## src/rtl/core/pwm_period_duty_capture_top_macros.svh

```systemverilog
`ifndef PWM_PERIOD_DUTY_CAPTURE_TOP_MACROS_SVH
`define PWM_PERIOD_DUTY_CAPTURE_TOP_MACROS_SVH

// same-cycle implication, disabled during reset
`define PDC_ASSERT_NOW(label, clk, rst, ante, cons, msg) \
   label: assert property (@(posedge clk) disable iff (rst) (ante) |-> (cons)) else $error(msg);

// next-cycle implication, disabled during reset
`define PDC_ASSERT_NEXT(label, clk, rst, ante, cons, msg) \
   label: assert property (@(posedge clk) disable iff (rst) (ante) |=> (cons)) else $error(msg);

`endif

```

## src/rtl/core/pdc_pkg.sv

```systemverilog
package pdc_pkg;

   localparam int DATA_WIDTH      = 32;
   localparam int DUTY_WIDTH      = 7;
   localparam int DUTY_SCALE      = 100;
   localparam int DUTY_MAX        = 100;
   localparam int STEP_WIDTH      = $clog2(DUTY_WIDTH);
   localparam int QUEUE_DEPTH     = 2;
   localparam int QUEUE_PTR_WIDTH = $clog2(QUEUE_DEPTH);
   localparam int QUEUE_CNT_WIDTH = $clog2(QUEUE_DEPTH + 1);

   typedef enum logic [1:0] {
      STATUS_OK          = 2'd0,
      STATUS_PERIOD_ZERO = 2'd1,
      STATUS_HIGH_OVER   = 2'd2
   } status_type;

   typedef enum logic [1:0] {
      PHASE_START = 2'd0,
      PHASE_FALL  = 2'd1,
      PHASE_END   = 2'd2
   } phase_type;

   typedef enum logic [1:0] {
      BACK_IDLE   = 2'd0,
      BACK_LOAD   = 2'd1,
      BACK_DIVIDE = 2'd2,
      BACK_EMIT   = 2'd3
   } back_state_type;

   typedef struct packed {
      logic                  arm_falling;
      logic                  done_res;
      logic [DATA_WIDTH-1:0] period_ticks;
      logic [DATA_WIDTH-1:0] high_ticks;
   } job_type;

   typedef struct packed {
      logic                  arm_falling;
      logic                  done_res;
      logic [DATA_WIDTH-1:0] period_ticks;
      logic [DATA_WIDTH-1:0] high_ticks;
      logic [DUTY_WIDTH-1:0] duty_percent;
      status_type            status;
   } rsp_item_type;

endpackage

```

## src/rtl/core/pdc_front.sv

```systemverilog
module pdc_front #(
   parameter int COUNT_WIDTH = 32
) (
   input  logic                            clock,
   input  logic                            reset,
   input  logic                            req_valid,
   input  logic [pdc_pkg::DATA_WIDTH-1:0]  capture_time,
   input  logic                            push_ready,
   output logic                            push_valid,
   output pdc_pkg::job_type                push_job
);

   pdc_pkg::phase_type     phase_ff, phase_in;
   logic [COUNT_WIDTH-1:0] start_ff, start_in;
   logic [COUNT_WIDTH-1:0] fall_ff, fall_in;
   logic [COUNT_WIDTH-1:0] time_cw;
   logic [COUNT_WIDTH-1:0] period_cw;
   logic [COUNT_WIDTH-1:0] high_cw;
   logic                   accept;

   assign time_cw    = capture_time[COUNT_WIDTH-1:0];
   assign period_cw  = time_cw - start_ff;
   assign high_cw    = fall_ff - start_ff;
   assign push_valid = req_valid;
   assign accept     = req_valid & push_ready;

   always_ff @(posedge clock) begin
      if (reset) begin
         phase_ff <= pdc_pkg::PHASE_START;
         start_ff <= '0;
         fall_ff  <= '0;
      end else begin
         phase_ff <= phase_in;
         start_ff <= start_in;
         fall_ff  <= fall_in;
      end
   end

   always_comb begin
      phase_in = phase_ff;
      start_in = start_ff;
      fall_in  = fall_ff;
      push_job = '0;
      case (phase_ff)
         pdc_pkg::PHASE_FALL: begin
            push_job.arm_falling = 1'b0;
            if (accept) begin
               fall_in  = time_cw;
               phase_in = pdc_pkg::PHASE_END;
            end
         end
         pdc_pkg::PHASE_END: begin
            push_job.arm_falling  = 1'b0;
            push_job.done_res     = 1'b1;
            push_job.period_ticks = pdc_pkg::DATA_WIDTH'(period_cw);
            push_job.high_ticks   = pdc_pkg::DATA_WIDTH'(high_cw);
            if (accept) begin
               phase_in = pdc_pkg::PHASE_START;
            end
         end
         default: begin
            push_job.arm_falling = 1'b1;
            if (accept) begin
               start_in = time_cw;
               phase_in = pdc_pkg::PHASE_FALL;
            end
         end
      endcase
   end

endmodule

```

## src/rtl/core/pdc_queue.sv

```systemverilog
module pdc_queue (
   input  logic             clock,
   input  logic             reset,
   input  logic             push_valid,
   output logic             push_ready,
   input  pdc_pkg::job_type push_job,
   output logic             pop_valid,
   input  logic             pop_ready,
   output pdc_pkg::job_type pop_job
);

   pdc_pkg::job_type                       entries_ff [pdc_pkg::QUEUE_DEPTH];
   logic [pdc_pkg::QUEUE_PTR_WIDTH-1:0]    wr_ptr_ff, wr_ptr_in;
   logic [pdc_pkg::QUEUE_PTR_WIDTH-1:0]    rd_ptr_ff, rd_ptr_in;
   logic [pdc_pkg::QUEUE_CNT_WIDTH-1:0]    count_ff, count_in;
   logic                                   do_push;
   logic                                   do_pop;

   assign push_ready = count_ff != pdc_pkg::QUEUE_CNT_WIDTH'(pdc_pkg::QUEUE_DEPTH);
   assign pop_valid  = count_ff != '0;
   assign pop_job    = entries_ff[rd_ptr_ff];
   assign do_push    = push_valid & push_ready;
   assign do_pop     = pop_valid & pop_ready;

   always_comb begin
      wr_ptr_in = wr_ptr_ff;
      rd_ptr_in = rd_ptr_ff;
      count_in  = count_ff;
      if (do_push) begin
         wr_ptr_in = wr_ptr_ff + 1'b1;
      end
      if (do_pop) begin
         rd_ptr_in = rd_ptr_ff + 1'b1;
      end
      if (do_push && !do_pop) begin
         count_in = count_ff + 1'b1;
      end else if (!do_push && do_pop) begin
         count_in = count_ff - 1'b1;
      end
   end

   always_ff @(posedge clock) begin
      if (reset) begin
         wr_ptr_ff <= '0;
         rd_ptr_ff <= '0;
         count_ff  <= '0;
      end else begin
         wr_ptr_ff <= wr_ptr_in;
         rd_ptr_ff <= rd_ptr_in;
         count_ff  <= count_in;
      end
   end

   always_ff @(posedge clock) begin
      if (do_push) begin
         entries_ff[wr_ptr_ff] <= push_job;
      end
   end

endmodule

```

## src/rtl/core/pdc_back.sv

```systemverilog
module pdc_back #(
   parameter int COUNT_WIDTH = 32
) (
   input  logic                  clock,
   input  logic                  reset,
   input  logic                  job_valid,
   output logic                  job_ready,
   input  pdc_pkg::job_type      job,
   output logic                  rsp_valid,
   input  logic                  rsp_ready,
   output pdc_pkg::rsp_item_type rsp_item
);

   localparam int REM_WIDTH = COUNT_WIDTH + pdc_pkg::DUTY_WIDTH;

   pdc_pkg::back_state_type            state_ff, state_in;
   pdc_pkg::rsp_item_type              res_ff, res_in;
   pdc_pkg::rsp_item_type              out_ff, out_in;
   logic                               out_valid_ff, out_valid_in;
   logic [COUNT_WIDTH-1:0]             per_ff, per_in;
   logic [COUNT_WIDTH-1:0]             hi_ff, hi_in;
   logic [REM_WIDTH-1:0]               rem_ff, rem_in;
   logic [pdc_pkg::STEP_WIDTH-1:0]     step_ff, step_in;
   logic [REM_WIDTH-1:0]               divisor;
   logic [REM_WIDTH:0]                 diff;
   logic                               fits;

   assign divisor   = REM_WIDTH'(per_ff) << step_ff;
   assign diff      = {1'b0, rem_ff} - {1'b0, divisor};
   assign fits      = ~diff[REM_WIDTH];
   assign job_ready = state_ff == pdc_pkg::BACK_IDLE;
   assign rsp_valid = out_valid_ff;
   assign rsp_item  = out_ff;

   always_ff @(posedge clock) begin
      if (reset) begin
         state_ff     <= pdc_pkg::BACK_IDLE;
         out_valid_ff <= 1'b0;
      end else begin
         state_ff     <= state_in;
         out_valid_ff <= out_valid_in;
      end
   end

   always_ff @(posedge clock) begin
      res_ff  <= res_in;
      out_ff  <= out_in;
      per_ff  <= per_in;
      hi_ff   <= hi_in;
      rem_ff  <= rem_in;
      step_ff <= step_in;
   end

   always_comb begin
      state_in     = state_ff;
      res_in       = res_ff;
      out_in       = out_ff;
      out_valid_in = out_valid_ff & ~rsp_ready;
      per_in       = per_ff;
      hi_in        = hi_ff;
      rem_in       = rem_ff;
      step_in      = step_ff;
      case (state_ff)
         pdc_pkg::BACK_IDLE: begin
            if (job_valid) begin
               res_in.arm_falling  = job.arm_falling;
               res_in.done_res     = job.done_res;
               res_in.period_ticks = job.period_ticks;
               res_in.high_ticks   = job.high_ticks;
               res_in.duty_percent = '0;
               res_in.status       = pdc_pkg::STATUS_OK;
               per_in              = job.period_ticks[COUNT_WIDTH-1:0];
               hi_in               = job.high_ticks[COUNT_WIDTH-1:0];
               state_in            = pdc_pkg::BACK_LOAD;
            end
         end
         pdc_pkg::BACK_LOAD: begin
            rem_in   = REM_WIDTH'(hi_ff) * REM_WIDTH'(pdc_pkg::DUTY_SCALE);
            step_in  = pdc_pkg::STEP_WIDTH'(pdc_pkg::DUTY_WIDTH - 1);
            state_in = pdc_pkg::BACK_EMIT;
            if (res_ff.done_res) begin
               if (per_ff == '0) begin
                  res_in.status = pdc_pkg::STATUS_PERIOD_ZERO;
               end else if (hi_ff > per_ff) begin
                  res_in.duty_percent = pdc_pkg::DUTY_WIDTH'(pdc_pkg::DUTY_MAX);
                  res_in.status       = pdc_pkg::STATUS_HIGH_OVER;
               end else begin
                  state_in = pdc_pkg::BACK_DIVIDE;
               end
            end
         end
         pdc_pkg::BACK_DIVIDE: begin
            res_in.duty_percent = {res_ff.duty_percent[pdc_pkg::DUTY_WIDTH-2:0], fits};
            if (fits) begin
               rem_in = diff[REM_WIDTH-1:0];
            end
            if (step_ff == '0) begin
               state_in = pdc_pkg::BACK_EMIT;
            end else begin
               step_in = step_ff - 1'b1;
            end
         end
         pdc_pkg::BACK_EMIT: begin
            if (!out_valid_ff || rsp_ready) begin
               out_in       = res_ff;
               out_valid_in = 1'b1;
               state_in     = pdc_pkg::BACK_IDLE;
            end
         end
         default: begin
            state_in = pdc_pkg::BACK_IDLE;
         end
      endcase
   end

endmodule

```

## src/rtl/core/pwm_period_duty_capture_top.sv

```systemverilog
// channel  direction  tdata fields (low bit up)                          tuser
// req      in         capture_time[31:0]                                 -
// rsp      out        arm_falling, period_ticks, high_ticks, duty, status done_res
//
// Edge transfers enter a two-entry queue at one per cycle while it has room.
// Every job passes the back end's load and emit states; a closing edge with a
// nonzero period, high not above it, also runs the seven-step restoring divider.
// The result register lets the next job finish while rsp is stalled.
// Reset clears phase, both edge times, the queue, back-end state and rsp valid.
`include "pwm_period_duty_capture_top_macros.svh"

module pwm_period_duty_capture_top #(
   parameter int COUNT_WIDTH = 32
) (
   input  logic        clock,
   input  logic        reset,
   input  logic        req_tvalid,
   output logic        req_tready,
   input  logic [31:0] req_tdata,   // capture_time[31:0]
   output logic        rsp_tvalid,
   input  logic        rsp_tready,
   // arm_falling[0], period_ticks[32:1], high_ticks[64:33], duty_percent[71:65],
   // status[73:72], zero[79:74]
   output logic [79:0] rsp_tdata,
   output logic        rsp_tuser    // done_res
);

   logic                  push_valid;
   logic                  push_ready;
   pdc_pkg::job_type      push_job;
   logic                  pop_valid;
   logic                  pop_ready;
   pdc_pkg::job_type      pop_job;
   pdc_pkg::rsp_item_type rsp_item;

   pdc_front #(
      .COUNT_WIDTH (COUNT_WIDTH)
   ) u_front (
      .clock        (clock),
      .reset        (reset),
      .req_valid    (req_tvalid),
      .capture_time (req_tdata),
      .push_ready   (push_ready),
      .push_valid   (push_valid),
      .push_job     (push_job)
   );

   pdc_queue u_queue (
      .clock      (clock),
      .reset      (reset),
      .push_valid (push_valid),
      .push_ready (push_ready),
      .push_job   (push_job),
      .pop_valid  (pop_valid),
      .pop_ready  (pop_ready),
      .pop_job    (pop_job)
   );

   pdc_back #(
      .COUNT_WIDTH (COUNT_WIDTH)
   ) u_back (
      .clock     (clock),
      .reset     (reset),
      .job_valid (pop_valid),
      .job_ready (pop_ready),
      .job       (pop_job),
      .rsp_valid (rsp_tvalid),
      .rsp_ready (rsp_tready),
      .rsp_item  (rsp_item)
   );

   assign req_tready = push_ready;
   assign rsp_tuser  = rsp_item.done_res;
   assign rsp_tdata  = {6'b0, rsp_item.status, rsp_item.duty_percent,
                        rsp_item.high_ticks, rsp_item.period_ticks, rsp_item.arm_falling};

   `PDC_ASSERT_NOW(a_duty_range, clock, reset, rsp_tvalid,
      rsp_item.duty_percent <= 7'd100, "duty above 100 percent")
   `PDC_ASSERT_NOW(a_idle_zero, clock, reset, rsp_tvalid && !rsp_item.done_res,
      rsp_item.period_ticks == '0 && rsp_item.high_ticks == '0 &&
      rsp_item.duty_percent == '0 && rsp_item.status == pdc_pkg::STATUS_OK,
      "non-final edge carries measurement data")
   `PDC_ASSERT_NOW(a_zero_period, clock, reset,
      rsp_tvalid && rsp_item.status == pdc_pkg::STATUS_PERIOD_ZERO,
      rsp_item.period_ticks == '0 && rsp_item.duty_percent == '0,
      "zero period status with nonzero period or duty")
   `PDC_ASSERT_NEXT(a_pop_blocks, clock, reset, pop_valid && pop_ready,
      !pop_ready, "back end took a second job while busy")

endmodule

```

## config.mk

```make
export PLATFORM = sky130hd
export DESIGN_NAME = pwm_period_duty_capture_top
export DESIGN_NICKNAME = d
export VERILOG_FILES = /design/src/rtl/core/pdc_pkg.sv /design/src/rtl/core/pdc_front.sv /design/src/rtl/core/pdc_queue.sv /design/src/rtl/core/pdc_back.sv /design/src/rtl/core/pwm_period_duty_capture_top.sv
export VERILOG_INCLUDE_DIRS = /design/src /design/src/rtl/core
export SDC_FILE = /design/constraint.sdc
export NUM_CORES = 1
export LEC_CHECK = 0
export BUFFER_PORTS_ARGS = -buffer_cell sky130_fd_sc_hd__buf_2
export CAP_MARGIN = 40
export CORE_MARGIN = 1
export CORE_UTILIZATION = 55
export DETAILED_ROUTE_END_ITERATION = 8
export GPL_TIMING_DRIVEN = 0
export PLACE_DENSITY = 0.73
export SETUP_SLACK_MARGIN = 0.2
export SLEW_MARGIN = 20
export SYNTH_ARGS = -nofsm -noshare
export SYNTH_HDL_FRONTEND = slang
export SYNTH_SLANG_ARGS = --single-unit
```

## constraint.sdc

```tcl
create_clock -name clock -period 7.8 [get_ports clock]
set_input_delay 0 -clock clock [delete_from_list [all_inputs] [get_ports clock]]
set_output_delay 0 -clock clock [all_outputs]
set_load 0.005 [all_outputs]
```

==> impl_metrics.env, run 1 <==
export IMPL_synth_cell_type_count=83
export IMPL_syn_area_mm2=0.0249
export IMPL_placed_cells=3070
export IMPL_hold_viol_final=0
export IMPL_period_needed_ps=5650
export IMPL_slew_viol_final=0
export IMPL_cts_made_buffers=42
export IMPL_cts_root_buf="clkbuf_16"
export IMPL_status="complete, no violations"
export IMPL_reg2reg_slack_ps=2150
export IMPL_synth_top_area_share_pct=39.1
export IMPL_fill_cells=3422
export IMPL_path_max_fanout=23
export IMPL_fin_skew_ps=16.8
export IMPL_clock_latency_ps=570
export IMPL_r2r_start="u_back.step_ff[1]"
export IMPL_clk_path_buf_depth=3
export IMPL_die_w_um=215
export IMPL_min_from="req_tdata[10]"
export IMPL_arrival_ps=5910
export IMPL_criticalPathCategory="reg -> reg"
export IMPL_cts_tree="yes"
export IMPL_min_to="u_front.fall_ff[10]"
export IMPL_max_cap_violations=0
export IMPL_dp_final_hpwl_mm=46.5
export IMPL_avgSynthCellArea_um2=10.6
export IMPL_gp_congestion=0.951
export IMPL_cts_sinks=397
export IMPL_timing_rr_end="u_back.rem_ff[0]"
export IMPL_ios=119
export IMPL_async_flop_share_pct=0
export IMPL_place_ws_ps=2290
export IMPL_synth_top_area_cell="edfxtp_1"
export IMPL_setup_slack_ps=2150
export IMPL_clkTransAtPathRegs_ps=70
export IMPL_finalWirelength_mm=59.8
export IMPL_dr_pass1_iters=8
export IMPL_vias=18300
export IMPL_drtIter0Drc=1239
export IMPL_drc_errors=0
export IMPL_drt_wirelength_per_cell_um=18.8
export IMPL_setup_tns_ps=0
export IMPL_start_kind="flip-flop"
export IMPL_synthTopCellsByArea="edfxtp_1, ha_1, dfxtp_1"
export IMPL_slew_headroom_pct=45.5
export IMPL_critPathRequiredTime_ps=8070
export IMPL_h_tree_depth=2
export IMPL_first_global_vias=18200
export IMPL_grt_antenna_before_repair=0
export IMPL_diodes=0
export IMPL_fin_crit_sh_pct=72.4
export IMPL_holdWs_ps=254
export IMPL_port_buffers=111
export IMPL_instances_no_fill=3183
export IMPL_drive_gt1_share_pct=12.1
export IMPL_layout_nets=2868
export IMPL_endpoint_kind="flip-flop"
export IMPL_yosysSeqAreaShare_pct=44.9
export IMPL_die_h_um=215
export IMPL_netlist_instances=2352
export IMPL_synth_edf_count=324
export IMPL_hold_path_class="in -> reg"
export IMPL_worst_slew_pin_transition_ps=818
export IMPL_fp_dieArea_mm2=0.0461
export IMPL_avgViaCountPerCell=5.74
export IMPL_synth_ff_type="edfxtp_1"
export IMPL_whs_path_depth=4
export IMPL_grt_remaining_overflow=0
export IMPL_ys_ff_latch=397
export IMPL_ys_warn_count=0
export IMPL_drtAntennaViolNets=0
export IMPL_globalRouteTotalUtil_pct=25.7
export IMPL_grt_pass1_wl_mm=94.0
export IMPL_max_freq_ghz=0.177
export IMPL_grt_max_degree=51
export IMPL_fp_coreArea_mm2=0.0444
export IMPL_area_delta_synth_final_pct=13.5
export IMPL_initial_core_util_pct=56.1
export IMPL_finalSetupViolations=0
export IMPL_rows=77
export IMPL_rsz0062_at_grt="false"
export IMPL_rr_worst_depth=17
placed cells by master (no fill, tap or decap), drive strengths merged, types with 51 or more instances in the layout:
| cell type | n |
|---|---|
| nor2 | 131 |
| dfxtp | 73 |
| clkbuf | 115 |
| a21o | 75 |
| o21ai | 92 |
| mux2 | 70 |
| buf | 139 |
| xor2 | 51 |
| nand2 | 217 |
| inv | 237 |
| ha | 243 |
| edfxtp | 324 |
| a21oi | 220 |
area by class of cell:
type	count	area [um^2]	area share, %
clock inverters	22	298	1.05
plain buffers	78	324	1.15
clock buffers	54	1120	3.95
multi-input cells	1647	12500	44.4
repair buffers	158	1150	4.09
well taps	592	741	2.62
inverters	235	885	3.13
flip-flops and latches	397	11200	39.6
cell families (layout without fill, tap and decap cells):
logic type | after synthesis | in the layout | share of synthesized area (%)
AND/OR/NAND/NOR | 573 | 573 | 10.8
AO/OA/AOI/OAI | 555 | 555 | 14.1
flip-flops | 397 | 397 | 44.9
buffers and inverters | 313 | 547 | 4.84
adder cells (fa/ha/maj) | 273 | 273 | 14.6
multiplexers | 141 | 141 | 7.18
XOR/XNOR | 99 | 99 | 3.48
other | 1 | 6 | 0.0151
synth_stat cells (6+ instances only):
| master | n |
|---|---|
| and3_1 | 21 |
| nand2b_1 | 19 |
| mux2i_1 | 48 |
| nand3_1 | 42 |
| clkbuf_1 | 61 |
| ha_1 | 243 |
| a31oi_1 | 17 |
| nor4_1 | 12 |
| buf_4 | 6 |
| edfxtp_1 | 324 |
| and4_1 | 7 |
| and2_1 | 21 |
| dfxtp_1 | 73 |
| o211ai_1 | 17 |
| nor2_1 | 130 |
| xor2_1 | 51 |
| nor2b_1 | 17 |
| buf_1 | 9 |
| mux4_2 | 23 |
| inv_1 | 233 |
| a211oi_1 | 27 |
| mux2_2 | 70 |
| o21a_1 | 19 |
| o21bai_1 | 19 |
| nor3_1 | 24 |
| nor3b_1 | 6 |
| nand2_1 | 217 |
| xnor2_1 | 48 |
| nand4_1 | 21 |
| a21o_1 | 75 |
| o21ai_0 | 57 |
| or3_1 | 14 |
| a21oi_1 | 220 |
| fa_1 | 30 |
| a31o_1 | 6 |
| o21ai_1 | 34 |
sequential cells by signal, summed over array words and instances, names as in the netlist, 3 cells and up:
register            cells
u_queue.entries_ff    132
u_back.rsp_item        75
u_back.rem_ff          39
u_back.hi_ff           32
u_back.per_ff          32
u_front.fall_ff        32
u_front.start_ff       32
u_back.res_ff          11
u_back.step_ff          3
metrics by stage:
step / instance area (um^2) / utilization [%]
final: 28300 / 63.6
after detailed placement: 26500 / 59.6
after CTS: 28200 / 63.6
after global routing: 28300 / 63.6
after floorplan: 24900 / -
after global placement: 26200 / 59.0
worst max-delay path, cell delays in order (launching register included):
cell	delay, ps
edfxtp_1	330
clkbuf_1	270
clkbuf_1	550
clkbuf_1	530
nand2_1	160
a31oi_1	260
mux2i_1	130
ha_1	470
o21a_1	160
o211ai_1	80
and2_1	180
a211o_1	320
o31ai_2	400
and4_1	330
o211a_1	210
o21ai_1	140
a21oi_4	560
buf_16	250
worst max path at each step:
stage / slack [ps] / cells after the start / from / to
after floorplan: 2040 / 16 / u_back.step_ff[1] / u_back.rem_ff[0]
after global placement: 280 / 16 / u_back.step_ff[1] / u_back.rem_ff[3]
after detailed placement: 2290 / 17 / u_back.step_ff[1] / u_back.rem_ff[0]
after CTS: 2230 / 17 / u_back.step_ff[1] / u_back.rem_ff[7]
after global routing: 1880 / 17 / u_back.step_ff[1] / u_back.rem_ff[7]
final: 2150 / 17 / u_back.step_ff[1] / u_back.rem_ff[0]
metal layers:
| metal | GRT usage (%) | vias to the layer above | routed length (um) |
|---|---|---|---|
| met5 | 0 | - | 0 |
| li1 | - | 8927 | - |
| met1 | 32.1 | 8713 | 25300 |
| met4 | 11.4 | 0 | 2460 |
| met2 | 45.4 | 487 | 29700 |
| met3 | 2.46 | 134 | 2410 |
repair_timing:
item	4_1_cts	5_1_grt
hold buffers	36	0
resized for setup	0	0
buffers inserted	0	0
endpoints found under the hold margin	70	0
Power of run 1 is not shown: default switching activity piles up to over one toggle a cycle in this logic, so the estimate is an artifact.
==> run 2, diff against run 1 <==
- ABC_AREA: default -> 1
- PLACE_DENSITY: 0.73 -> 0.72
- clock period: 7.8 -> 5.8 ns (I/O delays scaled with it)
==> impl_metrics.env, run 2 <==
export IMPL_status="complete, no violations"
export IMPL_area_delta_synth_final_pct=12.7
export IMPL_endpoint="u_back.rem_ff[34]"
export IMPL_max_freq_ghz=0.232
export IMPL_rsz0062_at_grt="false"
export IMPL_synth_common_cells="nand2_1, inv_1, edfxtp_1, a21oi_1, nor2_1"
export IMPL_drtIter0Drc=1728
export IMPL_regMostFlops="u_queue.entries_ff"
export IMPL_timing_rr_end="u_back.rem_ff[34]"
export IMPL_crit_cells=20
export IMPL_synth_top_area_cell="edfxtp_1"
export IMPL_drive_gt1_share_pct=7.18
export IMPL_dr_wl_met2_mm=42.3
export IMPL_slew_headroom_pct=38.6
export IMPL_top_layer="met4"
export IMPL_start_kind="flip-flop"
export IMPL_wl_met3_mm=3.89
export IMPL_syn_area_mm2=0.0265
export IMPL_reg_top3="u_queue.entries_ff (132), u_back.rsp_item (75), u_back.rem_ff (39)"
export IMPL_clk_path_buf_depth=3
export IMPL_cp_top_family="simple AND/OR/NAND/NOR gates"
export IMPL_reg2reg_slack_ps=1490
export IMPL_dr_pass1_iters=7
export IMPL_slew_viol_final=0
export IMPL_rr_worst_depth=20
export IMPL_layout_nets=3803
export IMPL_vias=23400
export IMPL_clock_latency_ps=580
export IMPL_worst_slew_pin_transition_ps=921
export IMPL_final_common_cell="nand2_1"
export IMPL_synth_cell_type_count=55
export IMPL_first_global_vias=23000
export IMPL_synth_edf_count=324
export IMPL_endpoint_kind="flip-flop"
export IMPL_die_w_um=222
export IMPL_min_from="req_tdata[0]"
export IMPL_grt_antenna_before_repair=3
export IMPL_arrival_ps=4570
export IMPL_synth_top_area_share_pct=36.7
export IMPL_finalWirelength_mm=84.6
export IMPL_fin_crit_sh_pct=74.2
export IMPL_initial_core_util_pct=55.7
export IMPL_avgSynthCellArea_um2=8.06
export IMPL_fin_skew_ps=23.2
export IMPL_path_cells="buf_2 -> clkbuf_1 -> inv_1 -> nand2_1 -> o21ai_0 -> o21ai_0 -> ha_1 -> nand2_1 -> inv_1 -> nand2_1 -> nand3_4 -> nand2_2 -> nand2_2 -> nand3b_2 -> nand2_2 -> nand2_1 -> nand2_1 -> nand2_2 -> nand2_2 -> buf_12"
export IMPL_path_max_fanout=30
export IMPL_wirelength_met1_mm=33.0
export IMPL_ys_warn_count=0
export IMPL_criticalPathCategory="reg -> reg"
export IMPL_cp_startpoint="u_back.step_ff[0]"
export IMPL_finalSetupViolations=0
export IMPL_synthTopCellsByArea="edfxtp_1, nand2_1, ha_1"
export IMPL_cts_resized=0
export IMPL_largest_register_ffs=132
export IMPL_yosysSeqAreaShare_pct=42.2
export IMPL_h_tree_depth=2
export IMPL_post_route_cell_area_mm2=0.0299
export IMPL_cts_root_buf="clkbuf_16"
export IMPL_drtAntennaViolNets=0
export IMPL_cts_sinks=397
export IMPL_grt_remaining_overflow=0
export IMPL_final_cell_mix="nand2_1, inv_1, edfxtp_1, a21oi_1, nor2_1"
export IMPL_max_cap_violations=0
export IMPL_globalRouteTotalUtil_pct=34.4
export IMPL_avgViaCountPerCell=5.64
export IMPL_ys_ff_latch=397
export IMPL_port_buffers=111
export IMPL_gp_congestion=1.01
export IMPL_clkTransAtPathRegs_ps=70
export IMPL_async_flop_share_pct=0
export IMPL_critical_path_max_stage_delay_ps=440
export IMPL_drc_errors=0
export IMPL_synth_most_common_cell="nand2_1"
export IMPL_die_h_um=222
export IMPL_crit_buf_inv=5
export IMPL_dp_final_hpwl_mm=68.8
export IMPL_slowest_stage="ha_1"
export IMPL_hold_viol_final=0
export IMPL_drt_wirelength_per_cell_um=20.4
export IMPL_critPathRequiredTime_ps=6070
export IMPL_synth_ff_type="edfxtp_1"
export IMPL_fp_dieArea_mm2=0.0491
export IMPL_grt_max_degree=31
export IMPL_fp_coreArea_mm2=0.0476
export IMPL_r2r_start="u_back.step_ff[0]"
export IMPL_dpl_cell_area_mm2=0.0281
export IMPL_grt_pass1_wl_mm=129
export IMPL_cts_made_buffers=42
export IMPL_rows=80
export IMPL_ios=119
export IMPL_netlist_instances=3288
export IMPL_period_needed_ps=4310
export IMPL_hold_path_class="in -> reg"
export IMPL_cts_tree="yes"
run 2: cell types whose count changed in the layout (fill, tap and decap cells not counted), moves of 20 or more:
cell      previous run  this run
a21o_1              75        22
nand3_1             42       147
inv_1              232       449
mux2_2              70         0
a21oi_1            219       300
and2_1              21         1
xnor2_1             48         9
o21ai_0             57       240
xor2_1              51        22
mux4_2              23         0
nor2_1             129       265
nand2_1            217       858
a211oi_1            27         1
mux2i_1             48         3
run 2: layout make-up:
type	instances	area (um^2)
fill	4231	17800
multi-input combinational	2360	13300
sequential	397	11200
inverter	457	1720
timing repair buffer	157	1150
clock buffer	48	1100
tap	615	769
buffer	79	338
clock inverter	27	275
antenna	3	7.51
run 2: stage by stage:
stage	hold slack, ps	std cells	worst slack, ps	utilization (%)	setup TNS, ps
4_1_cts	265	4140	1570	62.7	0
2_1_floorplan	165	3293	756	-	0
5_1_grt	313	4143	1260	62.7	0
6_report	297	4143	1490	62.7	0
3_5_place_dp	316	4030	1600	59.1	0
3_3_place_gp	295	4019	-507	58.5	-31060
run 2: worst min-delay path by stage:
stage	endpoint	slack, ps	depth (start not counted)
2_1_floorplan	u_front.fall_ff[14]	170	2
4_1_cts	u_front.start_ff[0]	270	4
6_report	u_front.start_ff[0]	300	4
3_5_place_dp	u_front.fall_ff[2]	320	3
5_1_grt	u_front.start_ff[0]	310	4
3_3_place_gp	u_back.rsp_valid	290	4
run 2: cells by family (layout without fill, tap and decap cells):
| logic type | count (synthesis) | in the layout | share of synthesized area [%] |
|---|---|---|---|
| AND/OR/NAND/NOR | 1390 | 1390 | 21.7 |
| AO/OA/AOI/OAI | 657 | 657 | 13.5 |
| buffers and inverters | 536 | 768 | 7.74 |
| flip-flops | 397 | 397 | 42.2 |
| adder cells (fa/ha/maj) | 273 | 273 | 13.7 |
| XOR/XNOR | 31 | 31 | 1.02 |
| multiplexers | 3 | 3 | 0.113 |
| other | 1 | 9 | 0.0141 |
run 2: tightest hold or removal path: cells and delay by family:
family,cells,cell delay [ps]
buffers and inverters,2,690
AO/OA/AOI/OAI,1,60
AND/OR/NAND/NOR,1,80
run 2: repair_timing:
action,4_1_cts,5_1_grt
hold buffers,35,0
endpoints found under the hold margin,84,0
buffers inserted,0,0
run 2: layer usage:
metal / GRT usage [%] / vias up
met1: 39.0 / 11000
met5: 0 / -
met4: 19.6 / 0
met2: 62.6 / 782
li1: - / 11400
met3: 4.09 / 215
Power of run 2 is left out for the same reason.
==> run 3, diff against run 2 <==
- PLACE_DENSITY: 0.72 -> 0.75
- clock period: 5.8 -> 3.9 ns (I/O delays scaled with it)
==> impl_metrics.env, run 3 (same netlist as run 2, synthesis figures left out) <==
export IMPL_status="complete, no violations"
export IMPL_ios=119
export IMPL_hold_viol_final=0
export IMPL_start_kind="flip-flop"
export IMPL_clkTransAtPathRegs_ps=60
export IMPL_h_tree_depth=2
export IMPL_fill_cells=4143
export IMPL_fp_dieArea_mm2=0.0491
export IMPL_drt_wirelength_per_cell_um=19.3
export IMPL_clk_path_buf_depth=3
export IMPL_drtIter0Drc=1933
export IMPL_grt_antenna_before_repair=1
export IMPL_finalSetupViolations=0
export IMPL_initial_core_util_pct=55.7
export IMPL_arrival_ps=3880
export IMPL_endpoint_kind="flip-flop"
export IMPL_critPathRequiredTime_ps=4200
export IMPL_cts_sinks=397
export IMPL_use_met1_pct=38.5
export IMPL_setup_slack_ps=316
export IMPL_rsz0062_at_grt="true"
export IMPL_area_delta_synth_final_pct=15.2
export IMPL_drive_gt1_share_pct=10.1
export IMPL_use_met3_pct=3.63
export IMPL_final_cell_mix="nand2_1, inv_1, edfxtp_1, a21oi_1, nor2_1"
export IMPL_worst_slew_pin_transition_ps=860
export IMPL_path_max_fanout=15
export IMPL_final_util_pct=64.1
export IMPL_avgViaCountPerCell=5.62
export IMPL_reg_top3="u_queue.entries_ff (132), u_back.rsp_item (75), u_back.rem_ff (39)"
export IMPL_drc_errors=0
export IMPL_fin_skew_ps=18.3
export IMPL_instances_no_fill=4193
export IMPL_grt_pass1_wl_mm=123
export IMPL_drtAntennaViolNets=0
export IMPL_grt_remaining_overflow=0
export IMPL_slew_viol_final=0
export IMPL_max_freq_ghz=0.279
export IMPL_slew_headroom_pct=42.7
export IMPL_port_buffers=111
export IMPL_fp_coreArea_mm2=0.0476
export IMPL_rows=80
export IMPL_hold_path_class="in -> reg"
export IMPL_dr_pass1_iters=6
export IMPL_vias=23600
export IMPL_finalWirelength_mm=81.0
export IMPL_max_cap_violations=0
export IMPL_grt_max_degree=32
export IMPL_die_h_um=222
export IMPL_globalRouteTotalUtil_pct=32.7
export IMPL_gp_congestion=1.00
export IMPL_dp_final_hpwl_mm=63.8
export IMPL_period_needed_ps=3580
export IMPL_final_common_cell="nand2_1"
export IMPL_place_ws_ps=-134
export IMPL_cts_root_buf="clkbuf_16"
export IMPL_layout_nets=3853
export IMPL_cts_tree="yes"
export IMPL_first_global_vias=22400
export IMPL_cts_made_buffers=43
export IMPL_busiest_layer="met2"
export IMPL_fin_crit_sh_pct=91.9
export IMPL_clock_latency_ps=590
export IMPL_grt_use_met2_pct=57.5
export IMPL_regMostFlops="u_queue.entries_ff"
export IMPL_die_w_um=222
export IMPL_largest_register_ffs=132
export IMPL_placed_cells=4031
export IMPL_criticalPathCategory="reg -> reg"
-- run 3: timing repair --
item,CTS,global route
endpoints found under the setup margin,46,63
resized for setup,28,101
pin swaps,3,3
setup buffers,7,35
gates cloned,0,1
hold endpoints to repair,82,0
hold buffers,40,0
-- run 3: per-stage QoR --
stage	setup TNS (ps)	cell area, um^2	hold slack (ps)
2_1_floorplan	0	26500	166
3_3_place_gp	-61330	27900	304
3_5_place_dp	-4020	28200	325
4_1_cts	0	30000	89.3
5_1_grt	0	30600	168
6_report	0	30600	105
-- run 3: cell type report --
class,instances,area [um^2],share of cell area (%)
diodes,1,2.50,0.00819
plain buffers,79,362,1.18
clock buffers,54,1150,3.76
clock inverters,24,200,0.655
inverters,457,1720,5.61
multi-input cells,2360,13600,44.5
flip-flops and latches,397,11200,36.6
well taps,615,769,2.52
repair buffers,206,1580,5.18
-- run 3: critical path, stage by stage (launching register included) --
cell	delay, ps
edfxtp_1	410
clkbuf_4	200
clkbuf_4	200
inv_2	130
nand2_1	110
o21ai_1	200
o21ai_0	170
ha_1	370
nand2_1	140
nor2_2	180
nand2_4	70
nand3_4	80
nand2_2	60
nand2_2	130
nand3b_2	110
nand2_2	90
nand2_1	60
nand2_2	160
nand2_4	100
nand2_8	110
clkbuf_16	190
-- run 3: worst paths after layout --
check	slack, ps	end	startpoint	depth (start not counted)
max	320	u_back.rem_ff[7]	u_back.step_ff[0]	20
min	110	u_front.fall_ff[20]	reset	3
max reg2reg	320	u_back.rem_ff[7]	u_back.step_ff[0]	20
min reg2reg	420	u_back.rsp_item[74]	u_back.res_ff[74]	0
-- run 3: per-layer routing --
layer  up-vias  wire length (um)
met5         -                 0
met2       875             40300
met3       231              4760
met1     10900             31400
li1      11500                 -
met4         0              4650
Power of run 3 is left out for the same reason.
